### src/rtl/opke_pkg.sv
package opke_pkg;

  // widest pad count needed over the supported group lengths
  localparam int CNT_W = 5;
  localparam int QUEUE_DEPTH = 2;
  localparam int QPTR_W = 1;

  typedef enum logic [2:0] {
    ACT_INT32  = 3'd0,
    ACT_INT64  = 3'd1,
    ACT_FLOAT  = 3'd2,
    ACT_DOUBLE = 3'd3,
    ACT_STRING = 3'd4,
    ACT_EMPTY  = 3'd5
  } action_e;

  typedef struct packed {
    logic [2:0]  action;
    logic [63:0] value;
    logic [7:0]  data_byte;
    logic        last_byte;
  } item_t;

  typedef struct packed {
    logic [7:0] out_byte;
    logic       run_last;
  } result_t;

  // one classified item: leading word bytes, then zero padding, then an optional marker
  typedef struct packed {
    logic [63:0]      word;
    logic [3:0]       word_cnt;
    logic [CNT_W-1:0] pad_cnt;
    logic             has_marker;
    logic [7:0]       marker;
  } cmd_t;

endpackage

### src/rtl/opke_front.sv
module opke_front
  import opke_pkg::*;
#(
  parameter int GROUP_LENGTH = 9
) (
  input  logic  clk,
  input  logic  rst,
  input  logic  push,
  input  item_t item,
  input  logic  q_full,
  output logic  full,
  output logic  q_push,
  output cmd_t  q_data
);

  localparam int FILL_W = $clog2(GROUP_LENGTH);
  localparam logic [FILL_W-1:0] FILL_MAX = FILL_W'(GROUP_LENGTH - 1);
  localparam logic [31:0] SIGN32 = 32'h8000_0000;
  localparam logic [63:0] SIGN64 = 64'h8000_0000_0000_0000;

  function automatic logic [31:0] float_key(input logic [31:0] b);
    logic is_nan;
    logic is_zero;
    is_nan  = (b[30:23] == 8'hff) && (b[22:0] != 23'd0);
    is_zero = (b[30:0] == 31'd0);
    if (!is_nan && (is_zero || !b[31])) begin
      return b | SIGN32;
    end
    return ~b;
  endfunction

  function automatic logic [63:0] double_key(input logic [63:0] b);
    logic is_nan;
    logic is_zero;
    is_nan  = (b[62:52] == 11'h7ff) && (b[51:0] != 52'd0);
    is_zero = (b[62:0] == 63'd0);
    if (!is_nan && (is_zero || !b[63])) begin
      return b | SIGN64;
    end
    return ~b;
  endfunction

  logic [FILL_W-1:0] group_fill;
  logic [FILL_W-1:0] group_fill_next;
  logic [FILL_W-1:0] fill_inc;
  logic              accept;
  logic              known;

  assign full   = q_full;
  assign accept = push && !q_full;
  assign q_push = accept && known;

  always_comb begin
    q_data          = '0;
    known           = 1'b1;
    group_fill_next = group_fill;
    // a group already at its limit restarts one short so the increment lands on the limit
    fill_inc = ((group_fill >= FILL_MAX) ? (FILL_MAX - FILL_W'(1)) : group_fill) + FILL_W'(1);
    case (item.action)
      ACT_INT32: begin
        q_data.word     = {item.value[31:0] ^ SIGN32, 32'd0};
        q_data.word_cnt = 4'd4;
      end
      ACT_INT64: begin
        q_data.word     = item.value ^ SIGN64;
        q_data.word_cnt = 4'd8;
      end
      ACT_FLOAT: begin
        q_data.word     = {float_key(item.value[31:0]), 32'd0};
        q_data.word_cnt = 4'd4;
      end
      ACT_DOUBLE: begin
        q_data.word     = double_key(item.value);
        q_data.word_cnt = 4'd8;
      end
      ACT_STRING: begin
        q_data.word     = {item.data_byte, 56'd0};
        q_data.word_cnt = 4'd1;
        group_fill_next = fill_inc;
        if (item.last_byte) begin
          q_data.pad_cnt    = CNT_W'(FILL_MAX - fill_inc);
          q_data.has_marker = 1'b1;
          q_data.marker     = 8'(fill_inc);
          group_fill_next   = '0;
        end else if (fill_inc == FILL_MAX) begin
          q_data.has_marker = 1'b1;
          q_data.marker     = 8'(GROUP_LENGTH);
          group_fill_next   = '0;
        end
      end
      ACT_EMPTY: begin
        q_data.pad_cnt    = CNT_W'(GROUP_LENGTH - 1);
        q_data.has_marker = 1'b1;
        group_fill_next   = '0;
      end
      default: begin
        known = 1'b0;
      end
    endcase
  end

  always_ff @(posedge clk) begin
    if (rst) begin
      group_fill <= '0;
    end else if (accept) begin
      group_fill <= group_fill_next;
    end
  end

  a_fill_below_limit: assert property (@(posedge clk) disable iff (rst)
    group_fill < FILL_MAX)
    else $error("group fill reached the group limit");

endmodule

### src/rtl/opke_queue.sv
module opke_queue
  import opke_pkg::*;
(
  input  logic clk,
  input  logic rst,
  input  logic push,
  input  cmd_t wdata,
  input  logic pop,
  output cmd_t rdata,
  output logic empty,
  output logic full
);

  cmd_t              slots [QUEUE_DEPTH];
  logic [QPTR_W-1:0] wr_ptr;
  logic [QPTR_W-1:0] rd_ptr;
  logic [QPTR_W:0]   count;
  logic              do_push;
  logic              do_pop;

  assign empty   = (count == '0);
  assign full    = (count == (QPTR_W + 1)'(QUEUE_DEPTH));
  assign do_push = push && !full;
  assign do_pop  = pop && !empty;
  assign rdata   = slots[rd_ptr];

  always_ff @(posedge clk) begin
    if (do_push) begin
      slots[wr_ptr] <= wdata;
    end
  end

  always_ff @(posedge clk) begin
    if (rst) begin
      wr_ptr <= '0;
      rd_ptr <= '0;
      count  <= '0;
    end else begin
      if (do_push) begin
        wr_ptr <= wr_ptr + QPTR_W'(1);
      end
      if (do_pop) begin
        rd_ptr <= rd_ptr + QPTR_W'(1);
      end
      if (do_push && !do_pop) begin
        count <= count + (QPTR_W + 1)'(1);
      end else if (do_pop && !do_push) begin
        count <= count - (QPTR_W + 1)'(1);
      end
    end
  end

  a_count_bound: assert property (@(posedge clk) disable iff (rst)
    count <= (QPTR_W + 1)'(QUEUE_DEPTH))
    else $error("queue count beyond depth");

endmodule

### src/rtl/opke_back.sv
module opke_back
  import opke_pkg::*;
(
  input  logic    clk,
  input  logic    rst,
  input  logic    q_empty,
  input  cmd_t    q_data,
  output logic    q_pop,
  input  logic    pop,
  output logic    empty,
  output result_t result
);

  cmd_t    cur;
  cmd_t    step;
  logic    cur_valid;
  logic    out_valid;
  result_t out_data;
  logic [7:0] next_byte;
  logic    advance;
  logic    done;
  logic    finish;
  logic    load;

  assign empty   = !out_valid;
  assign result  = out_data;
  assign advance = cur_valid && (!out_valid || pop);

  // byte order: word bytes from the top, then zero padding, then the marker
  always_comb begin
    step = cur;
    if (cur.word_cnt != 4'd0) begin
      next_byte     = cur.word[63:56];
      step.word     = {cur.word[55:0], 8'd0};
      step.word_cnt = cur.word_cnt - 4'd1;
    end else if (cur.pad_cnt != '0) begin
      next_byte    = 8'd0;
      step.pad_cnt = cur.pad_cnt - CNT_W'(1);
    end else begin
      next_byte       = cur.marker;
      step.has_marker = 1'b0;
    end
  end

  assign done   = (step.word_cnt == 4'd0) && (step.pad_cnt == '0) && !step.has_marker;
  assign finish = advance && done;
  assign load   = !q_empty && (!cur_valid || finish);
  assign q_pop  = load;

  always_ff @(posedge clk) begin
    if (load) begin
      cur <= q_data;
    end else if (advance) begin
      cur <= step;
    end
    if (advance) begin
      out_data.out_byte <= next_byte;
      out_data.run_last <= done;
    end
  end

  always_ff @(posedge clk) begin
    if (rst) begin
      cur_valid <= 1'b0;
      out_valid <= 1'b0;
    end else begin
      if (load) begin
        cur_valid <= 1'b1;
      end else if (finish) begin
        cur_valid <= 1'b0;
      end
      if (advance) begin
        out_valid <= 1'b1;
      end else if (pop) begin
        out_valid <= 1'b0;
      end
    end
  end

  a_load_needs_entry: assert property (@(posedge clk) disable iff (rst)
    q_pop |-> !q_empty)
    else $error("command taken from an empty queue");

  a_finish_clears: assert property (@(posedge clk) disable iff (rst)
    finish && q_empty |=> !cur_valid)
    else $error("command still active after its final byte");

endmodule

### src/rtl/order_preserving_key_encoder.sv
// order-preserving key encoder
// input channel: an item (action, value, data_byte, last_byte) transfers on a rising
// edge with push high and full low; items may follow in consecutive cycles.
// numeric actions produce 4 (int32, float) or 8 (int64, double) bytes, big-endian.
// string bytes arrive one per item; each full group of GROUP_LENGTH-1 data bytes is
// closed by a continue marker, and the last byte closes its group with zero padding
// and a marker holding the group's data count. an empty string gives a zero group
// with marker 0. unused action codes are taken and produce nothing.
// result channel: the oldest byte sits on result while empty is low and transfers on
// a rising edge with pop high; run_last marks the final byte of each input item.
// when idle, an item's first byte passes the command queue, command register and output register.
// throughput: one result byte per cycle while pop stays high, set by the byte sequencer in the
// back end; an item holds the sequencer until its last byte, and a two-entry command queue
// lets the front keep taking items while the back is busy.
// when pop stays low the output register holds, the sequencer stops, the queue fills
// and full rises; nothing is dropped.
// reset (synchronous, rst high) empties the queue and output and clears group state.
module order_preserving_key_encoder
  import opke_pkg::*;
#(
  parameter int GROUP_LENGTH = 9
) (
  input  logic    clk,
  input  logic    rst,
  input  logic    push,
  output logic    full,
  input  item_t   item,
  output logic    empty,
  input  logic    pop,
  output result_t result
);

  cmd_t fq_data;
  cmd_t qb_data;
  logic fq_push;
  logic q_full;
  logic q_empty;
  logic q_pop;

  opke_front #(
    .GROUP_LENGTH(GROUP_LENGTH)
  ) u_front (
    .clk    (clk),
    .rst    (rst),
    .push   (push),
    .item   (item),
    .q_full (q_full),
    .full   (full),
    .q_push (fq_push),
    .q_data (fq_data)
  );

  opke_queue u_queue (
    .clk   (clk),
    .rst   (rst),
    .push  (fq_push),
    .wdata (fq_data),
    .pop   (q_pop),
    .rdata (qb_data),
    .empty (q_empty),
    .full  (q_full)
  );

  opke_back u_back (
    .clk     (clk),
    .rst     (rst),
    .q_empty (q_empty),
    .q_data  (qb_data),
    .q_pop   (q_pop),
    .pop     (pop),
    .empty   (empty),
    .result  (result)
  );

endmodule

### config.mk
export PLATFORM = sky130hd
export DESIGN_NAME = order_preserving_key_encoder
export DESIGN_NICKNAME = d
export VERILOG_FILES = /design/src/rtl/opke_pkg.sv /design/src/rtl/opke_front.sv /design/src/rtl/opke_queue.sv /design/src/rtl/opke_back.sv /design/src/rtl/order_preserving_key_encoder.sv
export SDC_FILE = /design/constraint.sdc
export NUM_CORES = 1
export LEC_CHECK = 0
export BUFFER_PORTS_ARGS = -buffer_cell sky130_fd_sc_hd__buf_2
export CAP_MARGIN = 40
export CORE_MARGIN = 2
export CORE_UTILIZATION = 60
export CTS_BUF_LIST = sky130_fd_sc_hd__clkbuf_16
export DETAILED_ROUTE_END_ITERATION = 12
export GPL_ROUTABILITY_DRIVEN = 0
export PLACE_DENSITY = 0.75
export SETUP_SLACK_MARGIN = 0.1
export SYNTH_ARGS = -nofsm -noshare
export SYNTH_HDL_FRONTEND = slang
export SYNTH_SLANG_ARGS = --single-unit
### constraint.sdc
create_clock -name clk -period 7.5 [get_ports clk]
set_input_delay 1.125 -clock clk [delete_from_list [all_inputs] [get_ports clk]]
set_output_delay 1.125 -clock clk [all_outputs]
set_load 0.005 [all_outputs]
== Word-level counts from Yosys, hierarchy flattened ==
Memories as Yosys holds them, arrays and structs flattened. A register that Yosys moved wholly into a read port is not among the register bits.
Index checks and enable logic that the tools add are counted.
Word-level totals
  register bits after elaboration: 101
  memory bits (writable): 164
  logic and storage cells: 122
  memories kept: 1
Cells by class
  add/subtract/negate cells: 8
  magnitude comparators: 1
  equal/unequal tests: 9
  multiplexer cells: 37
  bitwise gates (word level): 4
  reduce and logical (&&, ||, !) cells: 49
Memory list
  u_queue.slots: depth 2, width 82, rd ports 1, clocked after Yosys merged registers in 1, wr ports 1, line opke_queue.sv:14  | cmd_t slots [QUEUE_DEPTH];
Operator list (count)
  $pmux 68 s5: 1
  $mux 82: 2
  $mux 64: 2
  $mux 68: 1
  $mux 32: 2
  $not 64->64: 1
  $logic_not 63->1: 1
  $reduce_bool 52->1: 1
  $not 32->32: 1
  $logic_not 31->1: 1
  $mux 8: 3
  $reduce_bool 23->1: 1
  $mux 9: 2
  $logic_and 1x1->1: 15
  $mux 1: 14
  $mux 4: 3
  $pmux 6 s2: 1
  $reduce_bool 2->1: 6
  $eq 11x11->1 const B: 1
  $logic_not 1->1: 11
  $mux 5: 2
  $eq 8x8->1 const B: 1
  $pmux 4 s2: 1
  $eq 3x2->1 const B: 2
  24 further kinds: 32

== Depth between registers and ports, before layout ==
  depth in word-level cells: 13
  gate-level depth with buffers: 13
  gate-level depth less buffers: 11

== Modules after synthesis ==
From an unflattened synthesis, not the netlist that was laid out.
Unflattened totals
  cells, all modules: 1014
  area, all modules: 13508.0 um^2
By module, submodules not included
  opke_queue: instances 1, cells each 280, area an instance 6130.9 um^2
  opke_back: instances 1, cells each 336, area an instance 4400.5 um^2
  opke_front: instances 1, cells each 398, area an instance 2976.6 um^2

== Worst setup path after synthesis ==
No wires, ideal clock.
  path kind: input to register
  from: input port item[75] in the netlist's numbering
  to: memory u_queue.slots[0][0] in the netlist's numbering, enable pin
  data arrival time: 5141 ps
  required time: 6978 ps
  path slack: 1837 ps
  cell stages on the path: 3
  buffers on the path: 1
  path through: clkbuf_1 > a21oi_1 > nor2b_1
On the way
  word-level cells in the longest chain between the ends: 7
  elaborated cells on any way between the ends: 12
  those cells by class: eq/ne (5); mux (3); reduce/logical (4)
Ends and longest elaborated chain
  start: declaration: line order_preserving_key_encoder.sv:27  | input item_t item,
  $eq 3x1->1, or another cell as far along: line opke_front.sv:59  | case (item.action)
  $reduce_or 6->1 (no line) *
  $mux 1 *: line opke_front.sv:59
  $logic_and 1x1->1 *: line opke_front.sv:51  | assign q_push = accept && known;
  $logic_and 1x1->1 *: line opke_queue.sv:23  | assign do_push = push && !full;
  named net u_queue.do_push: line opke_queue.sv:18  | logic do_push;
  $mux 1 *: line opke_queue.sv:28  | if (do_push) begin
  $mux 1 (not written as such) *: line opke_queue.sv:29  | slots[wr_ptr] <= wdata;
  end: declaration: line opke_queue.sv:14
The timed path passes the listed nets; every way through them passes the cells marked *.

== Final worst setup path ==
  from: register u_back.cur[14] in the netlist's numbering
  to: register u_back.cur[24] in the netlist's numbering, enable pin
On the way
  word-level cells in the longest chain between the ends: 10
  elaborated cells on any way between the ends: 15
  those cells by class: add/sub (1); mux (2); reduce/logical (12)
Ends and longest elaborated chain
  start: declaration: line opke_back.sv:14  | cmd_t cur;
  start signal: assignment: line opke_back.sv:52  | cur <= q_data;
  start signal: assignment: line opke_back.sv:54  | cur <= step;
  $sub 4x1->4 or $reduce_bool 4->1 (tied branches): line opke_back.sv:35, opke_back.sv:32
  $mux 68 or $mux 6 (tied branches): line opke_back.sv:32  | if (cur.word_cnt != 4'd0) begin
  $logic_not 4->1 or $logic_not 5->1 (tied branches): line opke_back.sv:45  | assign done = (step.word_cnt == 4'd0) && (step.pad_cnt == '0) && !step.has_marker;
  $logic_and 1x1->1 (2 in a row): line opke_back.sv:45
  $logic_and 1x1->1: line opke_back.sv:46  | assign finish = advance && done;
  $logic_or 1x1->1: line opke_back.sv:47  | assign load = !q_empty && (!cur_valid || finish);
  $logic_and 1x1->1: line opke_back.sv:47
  $reduce_bool 2->1 (no line)
  $reduce_and 2->1 (no line) *
Mark *: on every way between the ends. The rest lies on a longest branch, timed or not. The select of a mux whose other input is x is not followed.
A chain may end at the register's enable or synchronous reset.

==> impl_metrics.py <==
metrics = {
    "run_status": {
        "status": "finished clean",
    },
    "detailed_routing": {
        "wl_per_cell_microns": 21.7,
        "drt_iter0_drc": 818,
        "drc": 0,
        "vias": 8423,
        "via_per_inst": 6.19,
        "dr.pass1.iters": 6,
        "drt_wl_total_microns": 29500,
        "drtAntennaViolNets": 0,
    },
    "clocking": {
        "clk_pin_slew_ns": 0.06,
        "cts_root_buf": "clkbuf_16",
        "cts_tree": "built",
        "clock-sinks": 252,
        "cts_max_level": 1,
        "numCtsBuffers": 27,
        "cts_buffer_depth": 3,
        "clock_latency_ns": 0.53,
        "ctsHoldBuffers": 0,
        "cts_setup_buffers": 0,
        "cts_resized": 0,
    },
    "yosys": {
        "synth_area_sq_um": 12300,
        "synth_top_family_by_area": "multiplexers",
        "synthFlopType": "edfxtp_1",
        "synthCells": 996,
        "synth_xor_area_frac": 0.0235,
        "synth_area_leader_cell": "edfxtp_1",
        "synth_warnings": 0,
        "synth_top_cell_area_share": 0.588,
        "async_reset_ff_frac": 0,
        "synth_mux_area_frac": 0.126,
        "syn_nets": 1081,
        "synth-seq-cells": 252,
        "synthAdderAreaFrac": 0.00508,
        "synth_top_cells_by_count": "241 x edfxtp_1, 154 x mux2i_1, 105 x nand2_1",
        "synth-edff-count": 241,
        "synth_area_leaders": "edfxtp_1 59%, mux2i_1 13%, nand2_1 3.2%",
        "synth_compound_area_frac": 0.0832,
        "avgSynthCellArea_sq_um": 12.4,
        "seq_area_frac_synth": 0.606,
        "synth.most_common_cell": "edfxtp_1",
        "synth_cell_types": 62,
        "synth_simple_gate_area_share": 0.122,
    },
    "worst_setup_path": {
        "start_kind": "register",
        "worstReg2RegEnd": "u_back.cur[24]$_DFFE_PP_",
        "arrival_ns": 4.11,
        "r2r_cells": 11,
        "critPathMaxFanout": 41,
        "critPathKind": "register to register",
        "cp-end-kind": "register",
        "required_ns": 7.71,
        "rrSetupSlack_ns": 3.60,
        "r2r_start": "u_back.cur[14]$_DFFE_PP_",
    },
    "floorplan": {
        "num_rows": 52,
        "die_w_microns": 147,
        "core_region_area_sq_um": 20200,
        "die_y_microns": 147,
        "io_pins": 91,
        "start_util": 0.610,
        "dieArea_sq_um": 21700,
    },
    "timing": {
        "fin_setup_tns_ns": 0,
        "setup_ws_ns": 3.60,
        "rsz0062_at_grt": "false",
        "hold_viol": 0,
        "maxSlewHeadroom": 0.400,
        "maxSlewViolCount": 0,
        "worstMarginPinSlew_ns": 0.898,
        "setup_violations": 0,
        "fmax_mhz": 256,
        "post-route-min-period_ns": 3.90,
        "timing.final.crit_share": 0.520,
        "finClkSkew_ns": 0.00804,
    },
    "layout": {
        "drive_gt1_frac": 0.157,
        "areaGrowthSynthToFinish_pct": 12.7,
        "nets": 1152,
    },
    "grt": {
        "grt_pass1_wl_microns": 45500,
        "antenna_found_initial": 3,
        "overflow": 0,
        "grt_start_max_net_pins": 67,
        "grt_pass1_vias": 7909,
        "grt_usage": 0.273,
    },
    "placement": {
        "dpl.hpwl_microns": 19500,
        "port_buffers": 90,
        "pre_cts_slack_ns": 3.62,
    },
    "job": {
        "maxCapViolCount": 0,
    },
    "hold_path": {
        "min_to": "u_front.group_fill[1]$_SDFFE_PP0P_",
        "whs_path_depth": 2,
        "hold_path_class": "register to register",
        "hold_start": "u_front.group_fill[1]$_SDFFE_PP0P_",
    },
    "power": {
        "powerDensity_nw_per_um2": 359,
        "ir_worst_vdd_mv": 0.236,
        "leakagePower_nw": 5.16,
    },
}
-- per-stage QoR --
stage	total power, mW	util	cells	instance area, sq um	hold WS [ns]
after floorplan	3.34	-	996	12300	0.469
after global placement	3.65	0.639	1301	12900	0.489
after detailed placement	3.76	0.647	1308	13000	0.501
after CTS	5.00	0.687	1357	13900	0.517
after global routing	5.21	0.688	1358	13900	0.543
final	4.98	0.688	1360	13900	0.519
-- routing by layer --
layer,vias to the layer above,share of wire,GRT usage
met5,-,0.00061,0
met4,4,0.028,0.0909
met3,59,0.10,0.0655
met2,429,0.45,0.406
met1,4026,0.42,0.399
li1,3905,-,-
-- flip-flops by register name (all words and copies together) (netlist names), named ones only --
signal / cells
u_queue.slots: 154
u_back.cur: 78
u_back.result: 9
u_front.group_fill: 4
u_queue.count: 2
u_back.cur_valid: 1
u_back.out_valid: 1
u_queue.rd_ptr: 1
u_queue.wr_ptr: 1
-- cells in the final DEF, fill, tap and decap left out, types with 6 or more instances in the layout --
cell type,Yosys,final
nand2_1,105,105
nor3_1,67,67
clkinv_2,0,9
buf_4,2,15
a21oi_1,50,49
edfxtp_1,241,241
a21o_1,32,31
nor2b_1,9,8
dfxtp_1,11,10
clkbuf_16,0,27
buf_2,19,90
xor2_1,30,30
o22ai_1,24,24
mux2i_1,154,154
nand3_1,37,37
and2_1,8,7
o21ai_1,6,6
nor2_1,39,39
nor4_1,9,8
o21ai_0,12,12
inv_1,14,22
-- cells by family after synthesis --
| family | count (synthesis) |
|---|---|
| compound gates | 155 |
| xor+xnor | 33 |
| fa+ha+maj | 5 |
| buf+inv | 84 |
| flops | 252 |
| mux | 155 |
| simple gates | 312 |
-- critical path: stages, from the launching register on --
cell,delay [ns]
edfxtp_1,0.43
inv_1,0.13
ha_1,0.26
or3b_2,0.54
o32ai_1,0.33
nand3_1,0.22
o41ai_2,0.35
o21ai_2,0.13
clkinv_2,0.34
a21o_2,0.15
buf_4,0.37
buf_16,0.29
-- how the worst max path moves through the flow --
stage / from / end / slack (ns) / depth (start not counted)
after detailed placement: item[37] / u_queue.slots[0][26]$_DFFE_PP_ / 3.62 / 8
after floorplan: item[75] / u_queue.slots[0][0]$_DFFE_PP_ / 1.84 / 3
after CTS: u_back.cur[14]$_DFFE_PP_ / u_back.cur[32]$_DFFE_PP_ / 3.65 / 11
after global routing: u_back.cur[14]$_DFFE_PP_ / u_back.cur[46]$_DFFE_PP_ / 3.39 / 11
final: u_back.cur[14]$_DFFE_PP_ / u_back.cur[24]$_DFFE_PP_ / 3.60 / 11
after global placement: item[36] / u_queue.slots[0][24]$_DFFE_PP_ / 3.48 / 7
-- report_power, final --
group	leakage, nW	total (mW)	internal [mW]	switching (mW)
Combinational	2.32	1.47	0.588	0.881
Clock	0.441	1.24	0.717	0.524
Sequential	2.40	2.27	2.10	0.167
Total	5.16	4.98	3.41	1.57
-- area by class of cell --
cell class	count	area (sq um)
Clock inverter	22	145
Fill cell	1445	6300
Antenna cell	3	7.51
Multi-Input combinational cell	660	4470
Clock buffer	27	676
Timing Repair Buffer	111	721
Tap cell	270	338
Sequential cell	252	7460
Inverter	15	57.6
No activity file was read; power rests on OpenSTA's default activity.
